## src/battery_cell_soc_estimator_macros.svh

```systemverilog
// Assertion macros shared by the SOC estimator RTL.
`ifndef BATTERY_CELL_SOC_ESTIMATOR_MACROS_SVH
`define BATTERY_CELL_SOC_ESTIMATOR_MACROS_SVH
`ifndef ASSERT_OFF
`define BCSE_ASSERT(name, clk, rst, prop) \
   name: assert property (@(posedge clk) disable iff (rst) prop) \
      else $error("%m: check failed");
`define BCSE_ASSERT_IMPLY(name, clk, rst, ante, cons) \
   name: assert property (@(posedge clk) disable iff (rst) (ante) |-> (cons)) \
      else $error("%m: check failed");
`else
`define BCSE_ASSERT(name, clk, rst, prop)
`define BCSE_ASSERT_IMPLY(name, clk, rst, ante, cons)
`endif
`endif

```

## src/bcse_ram.sv

```systemverilog
// Generic single-port-write, registered-read RAM.
module bcse_ram #(
   parameter int WIDTH = 16,
   parameter int DEPTH = 32,
   localparam int AW = (DEPTH > 1) ? $clog2(DEPTH) : 1
) (
   input  logic             clock,
   input  logic             wr_en,
   input  logic [AW-1:0]    wr_addr,
   input  logic [WIDTH-1:0] wr_data,
   input  logic [AW-1:0]    rd_addr,
   output logic [WIDTH-1:0] rd_data
);
   logic [WIDTH-1:0] mem_ff [DEPTH];
   logic [WIDTH-1:0] rd_data_ff;

   always_ff @(posedge clock) begin
      if (wr_en) begin
         mem_ff[wr_addr] <= wr_data;
      end
      rd_data_ff <= mem_ff[rd_addr];
   end

   assign rd_data = rd_data_ff;
endmodule

```

## config.mk

```make
export PLATFORM = sky130hd
export DESIGN_NAME = bcse_ram
export DESIGN_NICKNAME = d
export VERILOG_FILES = /design/src/battery_cell_soc_estimator_macros.svh /design/src/bcse_ram.sv
export SDC_FILE = /design/constraint.sdc
export NUM_CORES = 1
export LEC_CHECK = 0
export ABC_AREA = 1
export BUFFER_PORTS_ARGS = -buffer_cell sky130_fd_sc_hd__buf_2
export CORE_UTILIZATION = 55
export CTS_CLUSTER_SIZE = 20
export DETAILED_ROUTE_END_ITERATION = 8
export PLACE_DENSITY_LB_ADDON = 0.05
export SYNTH_ARGS = -nofsm -noshare
export SYNTH_HDL_FRONTEND = slang
export SYNTH_SLANG_ARGS = --single-unit
```

## constraint.sdc

```tcl
create_clock -name clock -period 2.31 [get_ports clock]
set_clock_uncertainty 0.05 [all_clocks]
set_input_delay 0.462 -clock clock [delete_from_list [all_inputs] [get_ports clock]]
set_output_delay 0.462 -clock clock [all_outputs]
set_load 0.1 [all_outputs]
```

## After elaboration in Yosys (flattened, before gate mapping)

Memories as Yosys holds them, arrays and structs flattened. A register that Yosys moved wholly into a read port is not among the register bits.
Cells that the tools add are included.

| cells by class | value |
|---|---|
| shift operators | 0 |
| equality and inequality tests | 0 |
| reductions and logical operators | 0 |
| bitwise operators | 0 |
| divide/modulo/power cells | 0 |
| magnitude comparators | 0 |
| multiply operators | 0 |
| add/sub/neg operators | 0 |
| multiplexer cells | 2 |

Operators by type and width:

| cell | number |
|---|---|
| $mux 1 | 2 |

| word-level totals | value |
|---|---|
| output and inout bits | 16 |
| memory bits (read-only) | 0 |
| bits in writable memories | 512 |
| memories kept | 1 |
| bits in registers | 0 |
| word-level logic and storage cells | 3 |
| input port bits | 28 |
| latch bits | 0 |

Memories:

| memory | words | width | rd ports | clocked after memory_dff | wr ports | line | RTL |
|---|---|---|---|---|---|---|---|
| mem_ff | 32 | 16 | 1 | 1 | 1 | bcse_ram.sv:14 | `logic [WIDTH-1:0] mem_ff [DEPTH];` |

## Logic depth before layout (Yosys ltp)

Gate-level depths: netlist of the first run.

| depth | value |
|---|---|
| word-level depth | 2 |
| gate-level depth with buffers | 12 |
| depth with buffers taken out | 9 |

## Worst setup path before layout of the first run

Ideal clock, no wire load.

| timing | value |
|---|---|
| kind | input-to-reg |
| start | input wr_addr[0] |
| end | memory mem_ff[0][0], enable pin |
| arrival time | 1456 ps |
| required time | 1872 ps |
| stages on the path | 3 |
| path slack | 415 ps |
| path buffers | 0 |
| setup time | 388 ps |
| cells stage by stage | inv_1 -> nand3_1 -> nor2_1 |

RTL lines:

| element | line | RTL |
|---|---|---|
| start, declared | bcse_ram.sv:9 | `input logic [AW-1:0] wr_addr,` |
| end, declared | bcse_ram.sv:14 |  |

Straight into the memory's write port.

## Final worst setup path of the first run

| timing | value |
|---|---|
| start | register rd_data_ff[14] (netlist: rd_data[14]), read port of mem_ff |
| end | output rd_data[14] |

RTL lines:

| element | line | RTL |
|---|---|---|
| start, declared | bcse_ram.sv:15 | `logic [WIDTH-1:0] rd_data_ff;` |
| end, declared | bcse_ram.sv:12 | `output logic [WIDTH-1:0] rd_data` |

No word-level cell between the ends.

==> impl_metrics.tcl, run 1 <==
set metrics [dict create \
    grt_pass1_vias 12900 \
    area_growth_pct 13.8 \
    antenna_found_initial 2 \
    maxCapViolations 0 \
    start_util_pct 56.2 \
    outcome "finished, final reports clean" \
    drtIter0Drc 1208 \
    synth_cells 1794 \
    path_buf_inv 1 \
    portBuffers 43 \
    nNetsFinal 1891 \
    hp-class "in2reg" \
    crit_path_end_kind "primary output" \
    combPwrFrac_pct 7.6 \
    fin_crit_sh_pct 91.7 \
    grt_pass1_wl_um 81600 \
    max_freq_mhz 472 \
    ir_worst_vdd_mv 0.681 \
    clk_latency_ns 0.60 \
    crit_chain "buf_2" \
    required_ns 1.80 \
    drive_above_1_share_pct 10.9 \
    ctsHoldBuffers 0 \
    hold_ws_ns 0.340 \
    routedWlPerCell_um 22.6 \
    fin_tns_setup_ns 0 \
    finalHoldViolCount 0 \
    gr-usage-all-layers_pct 28.8 \
    synth_nets 1822 \
    multi_input_area_um2 4840 \
    crit_cells 1 \
    drc 0 \
    antenna_cells 0 \
    vias 13600 \
    cp_max_fo 1 \
    max_stage_delay_ns 0.52 \
    numCtsBuffers 54 \
    grt_overflow_total 0 \
    cts.repair.resized 0 \
    die_area_um2 39500 \
    post-dp-hpwl_um 31100 \
    final_common_cell "nand2_1" \
    cts_root_buffer "clkbuf_16" \
    ys_ff_latch 528 \
    p_switching_mw 4.73 \
    crit_type "reg2out" \
    worst_pin_slew_ns 0.786 \
    power_frac_seq_pct 51.7 \
    holdPathStages 4 \
    clock_sinks 528 \
    mostFrequentLayoutCells "720 x nand2_1, 512 x edfxtp_1, 396 x nand3_1" \
    rsz0062_at_grt "false" \
    cp_top_family "flip-flops" \
    syn_area_per_cell_um2 11.9 \
    synth_warnings 0 \
    cts_tree "done" \
    gp_congestion 0.822 \
    std_cell_rows 71 \
    seq_area_um2 15700 \
    slowest_stage "dfxtp_1" \
    clk_pin_slew_worst_paths_ns 0.06 \
    power.total_mw 20.7 \
    synth_seq_area_share_pct 73.7 \
    r2r_cells 8 \
    dr.pass1.iters 5 \
    power_frac_clock_pct 40.7 \
    relSlewSlack_pct 47.6 \
    synth_area_um2 21300 \
    io-pin-count 44 \
    p_per_area_nw_per_um2 854 \
    cts_buffer_depth 3 \
    setup_viol 0 \
    core-area_um2 37900 \
    cp.arrival_ns 1.61 \
    die_w_um 199 \
    htree_levels 2 \
    swShare_pct 22.8 \
    drv_slew 0 \
    grt_max_degree 68 \
    viasPerCell 5.60 \
    wl_um 54600 \
    p_int_mw 16.0 \
    min_period_ns 2.12 \
    ys_types 15 \
    nFillCells 2972 \
    die_h_um 199 \
    power.leakage_nw 9.00 \
    critPathLaunchType "flip-flop" \
    postCtsSetupBuffers 0 \
    ant_nets 0 \
]
## synth_stat cells
cell type	count	area share [%]
buf_1	2	0.035
buf_12	1	0.094
buf_2	33	0.78
buf_4	28	0.99
buf_6	24	1.3
buf_8	1	0.070
clkbuf_1	19	0.33
dfxtp_1	16	1.5
edfxtp_1	512	72
inv_1	8	0.14
inv_2	1	0.018
inv_6	1	0.041
nand2_1	720	13
nand3_1	396	9.3
nor2_1	32	0.56
## kinds of logic after synthesis
kind of cell | synth area share [%]
buffers and inverters | 3.77
AND/OR/NAND/NOR | 22.6
flip-flops | 73.7
## area by class of cell
type | instances | area share [%]
clock buffer | 85 | 6.44
sequential | 528 | 64.7
tap | 511 | 2.64
clock inverter | 17 | 0.630
multi-input combinational | 1148 | 20.0
inverter | 10 | 0.196
timing repair buffer | 121 | 5.41
## power groups by stage
| stage | registers, mW | logic [mW] | clock network, mW |
|---|---|---|---|
| after detailed placement | 10.9 | 1.57 | 0 |
| after global routing | 10.7 | 1.70 | 8.90 |
| after CTS | 10.7 | 1.58 | 8.55 |
| final | 10.7 | 1.58 | 8.44 |
| after global placement | 10.9 | 1.56 | 0 |
| after floorplan | 11.1 | 0.740 | 0 |
## registers in the layout, summed over array words and instances, names as in the netlist
register,count
rd_data,16
mem_ff,512
## through the flow
step,instances,setup WS [ns],utilization [%],cell area (um^2)
2_1_floorplan,1794,0.415,-,21300
3_3_place_gp,2318,0.196,59.4,22500
3_5_place_dp,2318,0.160,59.4,22500
4_1_cts,2420,0.153,63.9,24200
5_1_grt,2420,0.171,63.9,24200
6_report,2420,0.192,63.9,24200
## metal layers
layer  track usage (%)  part of all wire, %  vias up
met5                 0                0.031        -
met4              10.5                  3.0        4
met3              4.65                  7.4       88
met2              44.6                   47      514
met1              41.3                   43     6559
li1                  -                    -     6394
## final timing paths
check / from / to / slack, ns
max: rd_data[14] / rd_data[14] / 0.19
min: rd_addr[4] / rd_data[14] / 0.34
max reg2reg: mem_ff[14][8] / rd_data[8] / 0.98
min reg2reg: mem_ff[2][15] / rd_data[15] / 0.70
Power figures use the tool's default switching activity.
==> run 2, diff against run 1 <==
==> constraint.sdc (replaced) <==
create_clock -name clock -period 2 [get_ports clock]
set_clock_uncertainty 0.05 [all_clocks]
set_input_delay 0.4 -clock clock [delete_from_list [all_inputs] [get_ports clock]]
set_output_delay 0.4 -clock clock [all_outputs]
set_load 0.1 [all_outputs]
==> run 2 against run 1 <==
  * Clock power rose by 16%
  * Wire length rose by 1.2%
  * Critical path type unchanged
  * Worst setup slack got worse by 0.14 ns
  * Non-clock buffer count rose by 21
  * Sequential share of layout area fell by 0.72 points
  * Critical path depth did not move
  * Final cell count rose by 0.70%
  * Sequential power rose by 16%
  * Core utilization rose by 0.72 points
==> impl_metrics.tcl, run 2 (synthesized netlist as in run 1, its figures left out) <==
set metrics [dict create \
    core-area_um2 37900 \
    busiest_layer "met2" \
    numCtsBuffers 53 \
    drive_above_1_share_pct 11.9 \
    worstReg2RegStart "mem_ff[13][7]" \
    antenna_found_initial 3 \
    ir_worst_vdd_mv 0.756 \
    nNetsFinal 1911 \
    ctsHoldBuffers 0 \
    hold_path.startpoint "wr_data[7]" \
    required_ns 1.55 \
    ant_nets 0 \
    instances_no_fill 2437 \
    grt_pass1_vias 13000 \
    fin_area_um2 24500 \
    cp.arrival_ns 1.50 \
    htree_levels 2 \
    p_per_area_nw_per_um2 980 \
    max_stage_delay_ns 0.48 \
    drc 0 \
    crit_chain "buf_2" \
    postCtsSetupBuffers 0 \
    maxCapViolations 0 \
    largest_reg_flops 512 \
    hp-class "in2reg" \
    grt_util_met3_pct 6.26 \
    die_w_um 199 \
    grt_overflow_total 0 \
    vias 13800 \
    fin_crit_sh_pct 97.6 \
    met2_usage_pct 43.5 \
    routedWlPerCell_um 22.7 \
    mostFrequentLayoutCells "720 x nand2_1, 512 x edfxtp_1, 396 x nand3_1" \
    cts_root_buffer "clkbuf_16" \
    cp_max_fo 1 \
    finalHoldViolCount 0 \
    dr.pass1.iters 5 \
    outcome "finished, final reports clean" \
    viasPerCell 5.66 \
    area_growth_pct 15.1 \
    final_common_cell "nand2_1" \
    drtIter0Drc 1319 \
    grt_max_degree 54 \
    clk_latency_ns 0.59 \
    gp_congestion 0.813 \
    relSlewSlack_pct 48.6 \
    pre_cts_ws_ns -0.0199 \
    power.leakage_nw 9.14 \
    start_util_pct 56.2 \
    crit_type "reg2out" \
    dp.cells 2339 \
    cp_top_family "buffers and inverters" \
    fin_tns_setup_ns 0 \
    clk_pin_slew_worst_paths_ns 0.06 \
    grt_pass1_wl_um 82000 \
    regMostFlops "mem_ff" \
    die_area_um2 39500 \
    slowest_stage "buf_2" \
    crit_start "rd_data[12]" \
    setup_slack_ns 0.0487 \
    place_area_um2 22800 \
    crit_path_end_kind "primary output" \
    rsz0062_at_grt "false" \
    clock_sinks 528 \
    wl_um 55300 \
    worst_pin_slew_ns 0.771 \
    met1_usage_pct 42.6 \
    critPathLaunchType "flip-flop" \
    cts_tree "done" \
    die_h_um 199 \
    std_cell_rows 71 \
    io-pin-count 44 \
    setup_viol 0 \
    cts_buffer_depth 3 \
    portBuffers 43 \
    gr-usage-all-layers_pct 29.0 \
    max_freq_mhz 512 \
    post-dp-hpwl_um 32400 \
    drv_slew 0 \
    path_buf_inv 1 \
    min_period_ns 1.95 \
]
==> run 2: through the flow <==
step           hold slack, ns  util (%)  power [mW]
2_1_floorplan           0.449         -        13.7
3_3_place_gp            0.685      60.1        14.5
3_5_place_dp            0.705      60.1        14.5
4_1_cts                 0.206      64.6        24.2
5_1_grt                 0.215      64.6        24.7
6_report                0.221      64.6        24.0
==> run 2: power by group <==
group	leakage [nW]	switching [mW]	internal (mW)	total (mW)
logic	3.57	1.40	0.493	1.89
clock network	0.827	3.99	5.78	9.76
registers	4.75	0.0826	12.3	12.4
==> run 2: path summary, 6_finish.rpt <==
kind	slack, ns	end	cells past startpoint
max	0.05	rd_data[12]	1
min	0.22	mem_ff[17][7]	1
max reg2reg	0.66	rd_data[7]	8
min reg2reg	0.73	rd_data[10]	8
==> run 2: worst reg2reg max path, cell delays in order, from the launching register on <==
cell	delay (ns)
edfxtp_1	0.35
nand2_1	0.07
nand3_1	0.07
nand3_1	0.13
nand2_1	0.09
nand2_1	0.14
nand2_1	0.08
nand2_1	0.17
nand2_1	0.07
==> run 2: routing by layer <==
layer  up-vias  share of wire, %
met5         -             0.014
met3        95               8.6
met4         2               2.6
met1      6746                43
li1       6428                 -
met2       517                45
==> run 2: timing repair <==
item                       in CTS  in global routing
resized for setup               2                  3
setup endpoints to repair       2                  3
pin swaps                       0                  0
==> run 2: final cells by class <==
class | instances | area [um^2]
flip-flops and latches | 528 | 15700
fillers | 2915 | 13400
multi-input cells | 1148 | 4840
repair buffers | 142 | 1600
clock buffers | 73 | 1440
well taps | 511 | 639
clock inverters | 23 | 256
inverters | 10 | 47.5
diodes | 2 | 5.00
==> run 3, diff against run 2 <==
==> constraint.sdc (replaced) <==
create_clock -name clock -period 2.1 [get_ports clock]
set_clock_uncertainty 0.05 [all_clocks]
set_input_delay 0.42 -clock clock [delete_from_list [all_inputs] [get_ports clock]]
set_output_delay 0.42 -clock clock [all_outputs]
set_load 0.1 [all_outputs]
==> run 3 against run 2 <==
  * Combinational power shrank 7%
  * Via count is 0.20% lower
  * Non-clock buffer count fell by 13
  * Critical path type unchanged
  * Highest routed layer is now met4
==> impl_metrics.tcl, run 3 (synthesized netlist as in run 1, its figures left out) <==
set metrics [dict create \
    outcome "finished, final reports clean" \
    cts_root_buffer "clkbuf_16" \
    die_area_um2 39500 \
    cp_max_fo 1 \
    io-pin-count 44 \
    critPathLaunchType "flip-flop" \
    vias 13800 \
    routedWlPerCell_um 22.9 \
    die_w_um 199 \
    dr.pass1.iters 5 \
    drv_slew 0 \
    grt_pass1_wl_um 82600 \
    instances_no_fill 2423 \
    slowest_stage "buf_2" \
    ctsHoldBuffers 0 \
    gp_congestion 0.837 \
    htree_levels 2 \
    crit_type "reg2out" \
    pre_cts_ws_ns 0.0699 \
    drtIter0Drc 1234 \
    rsz0062_at_grt "false" \
    area_growth_pct 13.7 \
    core-area_um2 37900 \
    grt_pass1_vias 13100 \
    cts.repair.resized 0 \
    portBuffers 43 \
    viasPerCell 5.68 \
    worst_pin_slew_ns 0.781 \
    dp.cells 2326 \
    path_buf_inv 1 \
    start_util_pct 56.2 \
    ir_worst_vdd_mv 0.682 \
    hp-class "in2reg" \
    cp.arrival_ns 1.54 \
    antenna_found_initial 3 \
    p_per_area_nw_per_um2 927 \
    clk_latency_ns 0.59 \
    gr-usage-all-layers_pct 29.1 \
    crit_path_end_kind "primary output" \
    antenna_cells 0 \
    nNetsFinal 1898 \
    postCtsSetupBuffers 0 \
    maxCapViolations 0 \
    crit_chain "buf_2" \
    post-dp-hpwl_um 31600 \
    ant_nets 0 \
    die_h_um 199 \
    min_period_ns 2.01 \
    grt_overflow_total 0 \
    fin_tns_setup_ns 0 \
    wl_um 55400 \
    std_cell_rows 71 \
    finalHoldViolCount 0 \
    largest_reg_flops 512 \
    power.leakage_nw 9.01 \
    regMostFlops "mem_ff" \
    setup_viol 0 \
    numCtsBuffers 53 \
    setup_slack_ns 0.0854 \
    final_common_cell "nand2_1" \
    cts_buffer_depth 3 \
    drc 0 \
    required_ns 1.63 \
    clk_pin_slew_worst_paths_ns 0.06 \
    drive_above_1_share_pct 11.4 \
    fin_crit_sh_pct 95.9 \
    max_freq_mhz 496 \
    cts_tree "done" \
    relSlewSlack_pct 47.9 \
    cp_top_family "buffers and inverters" \
    clock_sinks 528 \
    grt_max_degree 62 \
    max_stage_delay_ns 0.49 \
    power.total_mw 22.4 \
    mostFrequentLayoutCells "720 x nand2_1, 512 x edfxtp_1, 396 x nand3_1" \
]
## run 3: cell types whose count changed in the layout (fill, tap and decap cells not counted)
cell	before	now
buf_12	49	41
buf_4	53	46
clkinv_2	7	13
buf_2	36	41
bufinv_16	6	3
clkbuf_4	3	0
clkbuf_8	5	3
diode_2	2	0
clkinv_1	9	8
clkinv_4	0	1
## run 3: worst paths after layout
check	start	to	slack (ns)	cells after the start
setup / recovery	rd_data[6]	rd_data[6]	0.09	1
hold / removal	rd_addr[4]	rd_data[3]	0.28	4
setup reg to reg	mem_ff[31][8]	rd_data[8]	0.72	8
hold reg to reg	mem_ff[16][6]	rd_data[6]	0.71	8
## run 3: where the power goes
part	total [mW]	internal, mW	switching (mW)
clock network	8.90	5.08	3.83
logic	1.75	0.429	1.32
registers	11.8	11.7	0.0770
## run 3: routing by layer
metal | track usage (%) | wire length [um] | part of all wire, %
met5 | 0 | 0 | 0
met4 | 11.3 | 1860 | 3.4
met3 | 4.48 | 4620 | 8.3
met2 | 44.4 | 25600 | 46
met1 | 42.3 | 23400 | 42
## run 3: layout make-up
class	instances	area [um^2]
clock buffer	71	1410
inverter	10	47.5
fill	3017	13700
tap	511	639
sequential	528	15700
clock inverter	26	201
multi-input combinational	1148	4840
timing repair buffer	129	1390
## run 3: per-stage QoR
step	area [um^2]	utilization, %	hold slack [ns]
after floorplan	21300	-	0.469
after global placement	22600	59.6	0.693
after detailed placement	22600	59.6	0.704
after CTS	24200	63.8	0.255
after global routing	24200	63.8	0.291
final	24200	63.8	0.277
