**src/battery_cell_soc_estimator_macros.svh**
```systemverilog
// Assertion macros shared by the SOC estimator RTL.
`ifndef BATTERY_CELL_SOC_ESTIMATOR_MACROS_SVH
`define BATTERY_CELL_SOC_ESTIMATOR_MACROS_SVH
`ifndef ASSERT_OFF
`define BCSE_ASSERT(name, clk, rst, prop) \
   name: assert property (@(posedge clk) disable iff (rst) prop) \
      else $error("%m: check failed");
`define BCSE_ASSERT_IMPLY(name, clk, rst, ante, cons) \
   name: assert property (@(posedge clk) disable iff (rst) (ante) |-> (cons)) \
      else $error("%m: check failed");
`else
`define BCSE_ASSERT(name, clk, rst, prop)
`define BCSE_ASSERT_IMPLY(name, clk, rst, ante, cons)
`endif
`endif

```
**src/bcse_pkg.sv**
```systemverilog
// Shared types and constants of the SOC estimator.
package bcse_pkg;
   localparam int MAX_CELLS_DEF = 128;
   localparam int OCV_DEPTH_DEF = 32;
   localparam int SOC_FULL      = 25600;
   localparam int DIV_W         = 48;
   localparam int DVR_W         = 32;
   localparam int DIV_CNT_W     = $clog2(DIV_W + 1);
   localparam int CAP_W         = 40;
   localparam int CELL_W        = 32 + 16 + CAP_W;
   // capacity step: x*256/36000 == x*8/1125
   localparam int     STEP_DIV_ODD  = 1125;
   localparam longint STEP_RECIP    = 488671835;   // ceil(2^39 / 1125)
   localparam int     STEP_RECIP_SH = 39;

   typedef enum logic [1:0] {
      ST_DONE  = 2'd0,
      ST_TABLE = 2'd1,
      ST_SKIP  = 2'd2
   } status_type;

   typedef enum logic {
      ACT_SAMPLE = 1'b0,
      ACT_TABLE  = 1'b1
   } action_type;

   typedef enum logic [1:0] {
      REG_CELLS    = 2'd0,
      REG_NOMINAL  = 2'd1,
      REG_OCV_SIZE = 2'd2,
      REG_REST_THR = 2'd3
   } reg_index_type;
endpackage

```
**src/bcse_div.sv**
```systemverilog
// Radix-2 restoring divider, unsigned, one quotient bit per cycle.
module bcse_div import bcse_pkg::*; (
   input  logic             clock,
   input  logic             reset,
   input  logic             start,
   input  logic [DIV_W-1:0] dividend,
   input  logic [DVR_W-1:0] divisor,
   output logic             busy,
   output logic             done,
   output logic [DIV_W-1:0] quotient
);
   logic [DVR_W-1:0]     rem_ff, rem_in;
   logic [DIV_W-1:0]     quo_ff, quo_in;
   logic [DVR_W-1:0]     dvr_ff, dvr_in;
   logic [DIV_CNT_W-1:0] cnt_ff, cnt_in;
   logic                 busy_ff, busy_in;
   logic                 done_ff, done_in;
   logic [DVR_W:0]       trial;
   logic [DVR_W:0]       diff;
   logic                 ge;

   always_comb begin
      trial   = {rem_ff, quo_ff[DIV_W-1]};
      diff    = trial - {1'b0, dvr_ff};
      ge      = trial >= {1'b0, dvr_ff};
      rem_in  = rem_ff;
      quo_in  = quo_ff;
      dvr_in  = dvr_ff;
      cnt_in  = cnt_ff;
      busy_in = busy_ff;
      done_in = 1'b0;
      if (start) begin
         rem_in  = '0;
         quo_in  = dividend;
         dvr_in  = divisor;
         cnt_in  = DIV_CNT_W'(DIV_W);
         busy_in = 1'b1;
      end else if (busy_ff) begin
         rem_in = ge ? diff[DVR_W-1:0] : trial[DVR_W-1:0];
         quo_in = {quo_ff[DIV_W-2:0], ge};
         cnt_in = cnt_ff - 1'b1;
         if (cnt_ff == DIV_CNT_W'(1)) begin
            busy_in = 1'b0;
            done_in = 1'b1;
         end
      end
   end

   always_ff @(posedge clock) begin
      if (reset) begin
         busy_ff <= 1'b0;
         done_ff <= 1'b0;
      end else begin
         busy_ff <= busy_in;
         done_ff <= done_in;
      end
      rem_ff <= rem_in;
      quo_ff <= quo_in;
      dvr_ff <= dvr_in;
      cnt_ff <= cnt_in;
   end

   assign busy     = busy_ff;
   assign done     = done_ff;
   assign quotient = quo_ff;
endmodule

```
**config.mk**
```make
export PLATFORM = sky130hd
export DESIGN_NAME = bcse_div
export DESIGN_NICKNAME = d
export VERILOG_FILES = /design/src/battery_cell_soc_estimator_macros.svh /design/src/bcse_pkg.sv /design/src/bcse_div.sv
export SDC_FILE = /design/constraint.sdc
export NUM_CORES = 1
export LEC_CHECK = 0
export ABC_CLOCK_PERIOD_IN_PS = 2800
export BUFFER_PORTS_ARGS = -buffer_cell sky130_fd_sc_hd__buf_2
export CAP_MARGIN = 5
export CORE_MARGIN = 3
export CORE_UTILIZATION = 49
export CTS_CLUSTER_DIAMETER = 100
export DETAILED_ROUTE_END_ITERATION = 12
export HOLD_SLACK_MARGIN = 0.08
export MAX_ROUTING_LAYER = met4
export PLACE_DENSITY = 0.75
export SLEW_MARGIN = 40
export SYNTH_ARGS = -nofsm -noshare
export SYNTH_HDL_FRONTEND = slang
export SYNTH_SLANG_ARGS = --single-unit
```
**constraint.sdc**
```tcl
create_clock -name clock -period 2.8 [get_ports clock]
set_input_delay 0.28 -clock clock [delete_from_list [all_inputs] [get_ports clock]]
set_output_delay 0.28 -clock clock [all_outputs]
set_load 0.05 [all_outputs]
```
# Word level (Yosys, flattened, before mapping)
# Cells that the tools add are included.
# W data, S select, Z words.
# word_totals
regBits	120
input_bits	83
# classes
n_addsub	2
n_lt_le_gt_ge	1
eq_ne	1
n_mux	7
bitwise	1
n_reduce_logical	2
# ops
cell	count
$mux W48	2
$ge A33 B32 Y1	1
$mux W32	1
$sub A32 B32 Y32	1
$eq A6 B1 Y1 const B	1
$sub A6 B1 Y6 const B	1
$mux W1	4
$reduce_or A3 Y1	1
$reduce_bool A2 Y1	1
$not A1 Y1	1

# Depth between registers and ports, before layout
# Gate-level depths: netlist of run 1.
# logic_depth
ltp_word	4
mapped_depth	12
mapped_depth_nobuf	11

# Worst setup path before layout of run 1
# Ideal clock, no wire load.
# synth_path
path_type	flip-flop to flip-flop
start	register quo_ff[47] (netlist: quotient[47])
end	register rem_ff[28]
setup_ns	0.140
t_arrival_ns	2.812
required_ns	2.660
setup_slack_ns	-0.152
stages_incl_launch_ff	12
n_path_buf	0
path_cell_list	edfxtp_1 inv_1 ha_1 fa_1 nand2b_1 a21oi_1 o2111ai_1 a21boi_0 o31ai_1 mux2i_1 nor4b_1 a2111oi_1
# synth_via
elab_chain_len	2
elab_cells_between_ends	3
classes_between	1 x add/sub; 1 x order compare; 1 x mux
# synth_lines
item	line_no	text
from (decl)	bcse_div.sv:13	logic [DIV_W-1:0] quo_ff, quo_in;
from (signal assigned)	bcse_div.sv:58	quo_ff <= quo_in;
$sub A32 B32 Y32 / $ge A33 B32 Y1 (equally long branches)	bcse_div.sv:24, bcse_div.sv:25	
$mux W32 (*)	bcse_div.sv:39	rem_in = ge ? diff[DVR_W-1:0] : trial[DVR_W-1:0];
to (signal assigned)	bcse_div.sv:57	rem_ff <= rem_in;
to (decl)	bcse_div.sv:12	logic [DVR_W-1:0] rem_ff, rem_in;
# Mark *: on every way between the ends. The rest lies on a longest branch, timed or not.
# A chain may end at the register's enable or synchronous reset.

# Final worst setup path of run 1
# layout_path
start	register dvr_ff[28]
end	register rem_ff[28]
# layout_via
elab_chain_len	2
elab_cells_between_ends	3
classes_between	1 x add/sub; 1 x order compare; 1 x mux
# layout_lines
item	line_no	text
from (decl)	bcse_div.sv:14	logic [DVR_W-1:0] dvr_ff, dvr_in;
from (signal assigned)	bcse_div.sv:59	dvr_ff <= dvr_in;
$sub A32 B32 Y32 / $ge A33 B32 Y1 (equally long branches)	bcse_div.sv:24, bcse_div.sv:25	
$mux W32 (*)	bcse_div.sv:39	
# Marked as above.

==> metrics.txt, run 1 <==
Crit Path Category reg -> reg; Max Root-Sink Buffers 2; DR DRC count 0; DP Worst Slack -0.2004 ns; die width about 120 µm; wire length on met2 around 9.2 mm; crit share post-route 1.006; top_reg_cell synth edfxtp_1; routability cong. ~0.93; final hold vios 0; I/O pins between 100 and 150; Post-Synthesis Cells 647; Synth Net Count about 770; initial antenna violation count 0; Starting Density 0.5049; Syn Std Cell Area about 6700 µm²; max-cap viol count 0; CTS Buf Count 17; DR vias 5896; Pint about 4.3 mW; largest net degree at the start of global routing just under 70; setup slack after layout -0.01696 ns; Seq/Total Area, Yosys 0.4772; Die H 123.0 µm; P per Cell Area 647.1 nW/µm²; post-DP HPWL ~12 mm; setup violators final 1; upper clock frequency limit approximately 350 MHz; area grow syn2layout 42.85%; clock root buffer clkbuf_16; first-pass GRT wire length ~28 mm; CP required 3.10 ns; CP startpoint kind flip-flop; switching portion of total power 0.3132; Final Core Density 0.7213; Die ar. between 15000 and 20000 µm²; combinational power share 0.285; Slew headroom 0.5013; Worst setup EP type flip-flop; diode count 0; via/cell ratio ~5.4; Fillers just over 900; IO Port Bufs 132; Met3 Routed Length just over 800 µm; sw power around 1.9 mW; Flop pwr share 0.351; metal1 wirelength a little under 8 mm; Total Wirelength around 18 mm; worst slew pin tran approximately 0.75 ns; Tmin final 2.817 ns; failing checks setup timing; Synth area leaders edfxtp_1 36%, dfxtp_1 12%, mux2_2 8.4%, ha_1 6.3%, nand2_1 4.2%; count of different cell masters after synthesis 62; Clk pwr share 0.363; CTS tree built; DRT Pass-1 Iters 5; site row count 42; gr usage total 0.2417; CTS H-tree depth 4; CP Max Fanout 8; clock latency on the worst-skew pair approximately 0.42 ns; Synth Area per Inst approximately 10 µm²; status finished, violations left; YS warnings 0; Nets about 1.0k; leak pwr roughly 4 nW; top cell type's share of synthesized area 0.3579; number of flops mapped to enable cells by yosys 80; initial drt markers 370; critical path arrival between 3 and 4 ns; Layout Cells excl Fill 1090; placed cell count 1014; Routed WL per cell roughly 17 µm; vias in the first global route ~5.9k; Clk pin slew, worst setup/hold paths about 0.060 ns; Worst Skew ~0.0090 ns; Async SR Flop Fraction 0; hold crit path type in -> reg; worst vdd rail ir drop about 0.77 mV; CTS sink cnt 120; largest area contributor in the netlist edfxtp_1; top routing layer in use met4; Remaining Overflow, GRT 0; share of layout cells above drive strength 1 0.4245; Slew Limit Fails 0; core region area between 10000 and 15000 µm²; RSZ-0062 raised after global routing true; Final ANT Viol Nets 0; Synth Register Bits 120
area by class of cell:
class | instances | area, µm² | share of cell area
multi-input combinational | 456 | 3598 | 0.3753
sequential | 120 | 3204 | 0.3342
timing repair buffer | 268 | 1818 | 0.1896
clock buffer | 19 | 432.9 | 0.04515
tap | 176 | 220.2 | 0.02296
clock inverter | 13 | 172.7 | 0.01801
inverter | 38 | 142.6 | 0.01487
Yosys cell counts (5+ instances only):
library cell and number:
buf_6 6, nand3_1 11, clkbuf_1 14, a21o_1 8
a31oi_1 8, nor2_1 61, nand4_1 9, dfxtp_1 40
inv_1 38, o31ai_1 5, a21oi_2 5, edfxtp_1 80
a21oi_1 28, xnor2_1 20, nand2b_1 9, buf_2 8
o21ai_0 19, a311oi_1 25, nor2b_1 7, nor3_1 8
xor2_1 9, buf_1 5, mux2_2 50, ha_1 34
nand2_1 76
flip-flops by register name, indices dropped and copies added, names as in the netlist:
| signal | flops |
|---|---|
| rem_ff | 32 |
| cnt_ff | 6 |
| quotient | 48 |
| dvr_ff | 32 |
| busy | 1 |
| done | 1 |
metrics by stage:
step                      power [mW]  hold WS (ns)  instance area [µm²]  setup TNS [ns]
final                          6.205        0.1551                 9589        -0.01696
after global routing           6.466        0.1430                 9589          -3.247
after CTS                      6.132        0.1449                 9343               0
after detailed placement       3.734        0.4525                 8134          -4.207
after global placement         3.697        0.4462                 8134          -1.374
after floorplan                3.222        0.3524                 6731               0
power by group through the flow:
stage	clock, mW	sequential, mW	combinational, mW
CTS	2.28	2.17	1.67
finish	2.25	2.18	1.77
global route	2.37	2.20	1.90
global placement	0	2.19	1.51
detailed placement	0	2.20	1.53
floorplan	0	2.45	0.772
layout by cell type (no fill, tap or decap), types with 22 or more instances in the layout:
master | netlist | routed
dfxtp_1 | 40 | 39
inv_1 | 38 | 32
mux2_2 | 50 | 50
nor2_1 | 61 | 59
buf_2 | 8 | 131
dlygate4sd3_1 | 0 | 33
a21oi_1 | 28 | 22
edfxtp_1 | 80 | 80
buf_4 | 0 | 97
nand2_1 | 76 | 73
routing by layer:
metal / up-vias / track usage
met4: 0 / 0.08235
met1: 2803 / 0.2913
li1: 2881 / -
met3: 33 / 0.05306
met2: 179 / 0.4035
met5: - / -
repair_timing:
item,CTS,global route
gates resized for setup,35,42
cloned,1,0
endpoints found under the hold margin,34,0
hold buffers,33,0
buffers inserted,5,5
endpoints found under the setup margin,32,32
pin swaps,16,23
path summary, 6_finish.rpt:
check	from	end	slack (ns)	cells after the start
max	dvr_ff[28]$_DFFE_PP_	rem_ff[28]$_SDFFE_PP0P_	-0.02	12
min	dividend[26]	quotient[26]$_DFFE_PP_	0.16	2
max reg2reg	dvr_ff[28]$_DFFE_PP_	rem_ff[28]$_SDFFE_PP0P_	-0.02	12
min reg2reg	cnt_ff[0]$_SDFFE_PP0P_	cnt_ff[0]$_SDFFE_PP0P_	0.50	2
kinds of logic after synthesis:
logic type               after synthesis  synth area share
AO/OA/AOI/OAI                        136            0.1448
XOR/XNOR                              29           0.03784
adder cells (fa/ha/maj)               35           0.06636
buffers and inverters                 71           0.04790
flip-flops                           120            0.4772
multiplexers                          52           0.08686
AND/OR/NAND/NOR                      204            0.1390
worst max-delay path: stages (launching register included):
cell and delay (ns):
edfxtp_1 0.36, inv_1 0.09, ha_4 0.23, a21o_1 0.20, o311ai_2 0.28, nand3_1 0.12
or3b_4 0.41, buf_6 0.13, a211oi_4 0.25, buf_6 0.16, buf_6 0.10, nor4b_2 0.03
a2111oi_1 0.33
(Power assumes the default switching activity.)
==> run 2: changes to the inputs <==
--- a/config.mk
+++ b/config.mk
@@ -9,12 +9,12 @@
 export BUFFER_PORTS_ARGS = -buffer_cell sky130_fd_sc_hd__buf_2
 export CAP_MARGIN = 5
 export CORE_MARGIN = 3
-export CORE_UTILIZATION = 49
+export CORE_UTILIZATION = 50
 export CTS_CLUSTER_DIAMETER = 100
 export DETAILED_ROUTE_END_ITERATION = 12
 export HOLD_SLACK_MARGIN = 0.08
 export MAX_ROUTING_LAYER = met4
-export PLACE_DENSITY = 0.75
+export PLACE_DENSITY = 0.76
 export SLEW_MARGIN = 40
 export SYNTH_ARGS = -nofsm -noshare
 export SYNTH_HDL_FRONTEND = slang
==> metrics.txt, run 2 (synthesis results as in run 1) <==
first-pass GRT wire length 27.68 mm (was 28.09 mm); DP Worst Slack -0.1696 ns (was -0.2004 ns); share of layout cells above drive strength 1 0.4094 (was 0.4245); Final ANT Viol Nets 0 (unchanged); core region area 12880 µm² (was 13300 µm²); upper clock frequency limit 357.8 MHz (was 355.0 MHz); CP required 3.11 ns (was 3.10 ns); final instance area 9351 µm² (was 9589 µm²); initial drt markers 328 (was 370); max reg flops 48 (unchanged); CTS sink cnt 120 (unchanged); hold crit path type in -> reg (unchanged); diode count 0 (unchanged); Die ar. 14850 µm² (was 15140 µm²); Fillers 897 (was 909); Slew headroom 0.4866 (was 0.5013); Tmin final 2.795 ns (was 2.817 ns); Total Wirelength 17.53 mm (was 18.10 mm); leak pwr 3.876 nW (was 3.992 nW); Die H 121.9 µm (was 123.0 µm); critical path arrival 3.11 ns (was 3.12 ns); DR DRC count 0 (unchanged); RSZ-0062 raised after global routing true (unchanged); total chip power 5.999 mW (was 6.205 mW); IO Port Bufs 132 (unchanged); DR vias 5921 (was 5896); setup violators final 0 (was 1); Nets 999 (was 1019); CTS tree built (unchanged); CP startpoint kind flip-flop (unchanged); Clk pin slew, worst setup/hold paths 0.06 ns (about the same); CTS Buf Count 17 (unchanged); CP Max Fanout 8 (unchanged); worst slew pin tran 0.7702 ns (was 0.7480 ns); crit share post-route 0.9982 (was 1.006); Crit Path Category reg -> reg (unchanged); initial antenna violation count 0 (unchanged); most common cell after layout, fill and taps aside buf_2 (unchanged); clock root buffer clkbuf_16 (unchanged); area grow syn2layout 39.31% (was 42.85%); setup slack after layout 0.005068 ns (was -0.01696 ns); gr usage total 0.2411 (was 0.2417); most frequent cells in the layout 131 x buf_2, 80 x edfxtp_1, 77 x buf_4 (was 131 x buf_2, 97 x buf_4, 80 x edfxtp_1); Starting Density 0.5213 (was 0.5049); placed cell count 992 (was 1014); Worst Skew 0.01014 ns (was 0.009020 ns); I/O pins 133 (unchanged); status finished clean (was finished, violations left); dpl cell area 8019 µm² (was 8134 µm²); die width 121.9 µm (was 123.0 µm); clock latency on the worst-skew pair 0.43 ns (was 0.42 ns); site row count 41 (was 42); routability cong. 0.9433 (was 0.9343); Remaining Overflow, GRT 0 (unchanged); via/cell ratio 5.554 (was 5.409); post-DP HPWL 11.97 mm (was 12.12 mm); vias in the first global route 5861 (was 5948); Layout Cells excl Fill 1066 (was 1090); Slew Limit Fails 0 (unchanged); worst vdd rail ir drop 0.4545 mV (was 0.7718 mV); Worst setup EP type flip-flop (unchanged); CTS H-tree depth 4 (unchanged); Routed WL per cell 16.45 µm (was 16.60 µm); final hold vios 0 (unchanged); DRT Pass-1 Iters 4 (was 5); max-cap viol count 0 (unchanged); largest net degree at the start of global routing 56 (was 69); Max Root-Sink Buffers 2 (unchanged); P per Cell Area 641.5 nW/µm² (was 647.1 nW/µm²)
==> run 2: path summary, 6_finish.rpt <==
| kind | startpoint | to | slack [ns] | depth (start not counted) |
|---|---|---|---|---|
| max | dvr_ff[10]$_DFFE_PP_ | rem_ff[16]$_SDFFE_PP0P_ | 0.005 | 12 |
| min | dividend[17] | quotient[17]$_DFFE_PP_ | 0.15 | 2 |
| max reg2reg | dvr_ff[10]$_DFFE_PP_ | rem_ff[16]$_SDFFE_PP0P_ | 0.005 | 12 |
| min reg2reg | rem_ff[1]$_SDFFE_PP0P_ | rem_ff[1]$_SDFFE_PP0P_ | 0.49 | 2 |
==> run 2: critical path, stage by stage (launching register included) <==
cell	delay (ns)
edfxtp_1	0.37
inv_1	0.10
ha_4	0.22
a21oi_2	0.16
o211ai_2	0.12
and3_1	0.20
o21ai_1	0.12
or3b_4	0.40
buf_6	0.13
a211oi_4	0.27
buf_4	0.22
nand2_1	0.07
a311oi_1	0.31
==> run 2: through the flow <==
stage | util | hold WS, ns | TNS (ns)
final | 0.7263 | 0.1543 | 0
after global routing | 0.7263 | 0.1400 | -2.701
after CTS | 0.7035 | 0.1378 | -0.005825
after detailed placement | 0.6228 | 0.4581 | -1.390
after global placement | 0.6228 | 0.4495 | -0.1085
after floorplan | - | 0.3524 | 0
==> run 2: where the power goes <==
part           internal [mW]  total, mW  switching, mW
Combinational          0.730       1.70          0.965
Sequential              2.08       2.19          0.111
Clock                   1.24       2.11          0.876
==> run 2: layer usage <==
metal | routed length [µm] | up-vias | global-route usage
li1 | - | 2835 | -
met1 | 7462 | 2838 | 0.2917
met2 | 8836 | 210 | 0.3916
met3 | 864 | 38 | 0.05942
met4 | 368 | 0 | 0.09174
met5 | 0 | - | -
==> run 2: layout make-up <==
cell class	count	area [µm²]	area share
multi-input combinational	456	3542	0.3788
sequential	120	3206	0.3428
timing repair buffer	248	1678	0.1794
clock buffer	17	425.4	0.04549
tap	172	215.2	0.02301
clock inverter	15	142.6	0.01525
inverter	38	142.6	0.01525
==> run 2: repair_timing <==
item / 4_1_cts / 5_1_grt
endpoints found under the setup margin: 32 / 33
buffers inserted: 4 / 5
resized for setup: 18 / 52
cloned: 0 / 0
hold endpoints to repair: 34 / 0
hold buffers: 33 / 0
pin swaps: 8 / 24
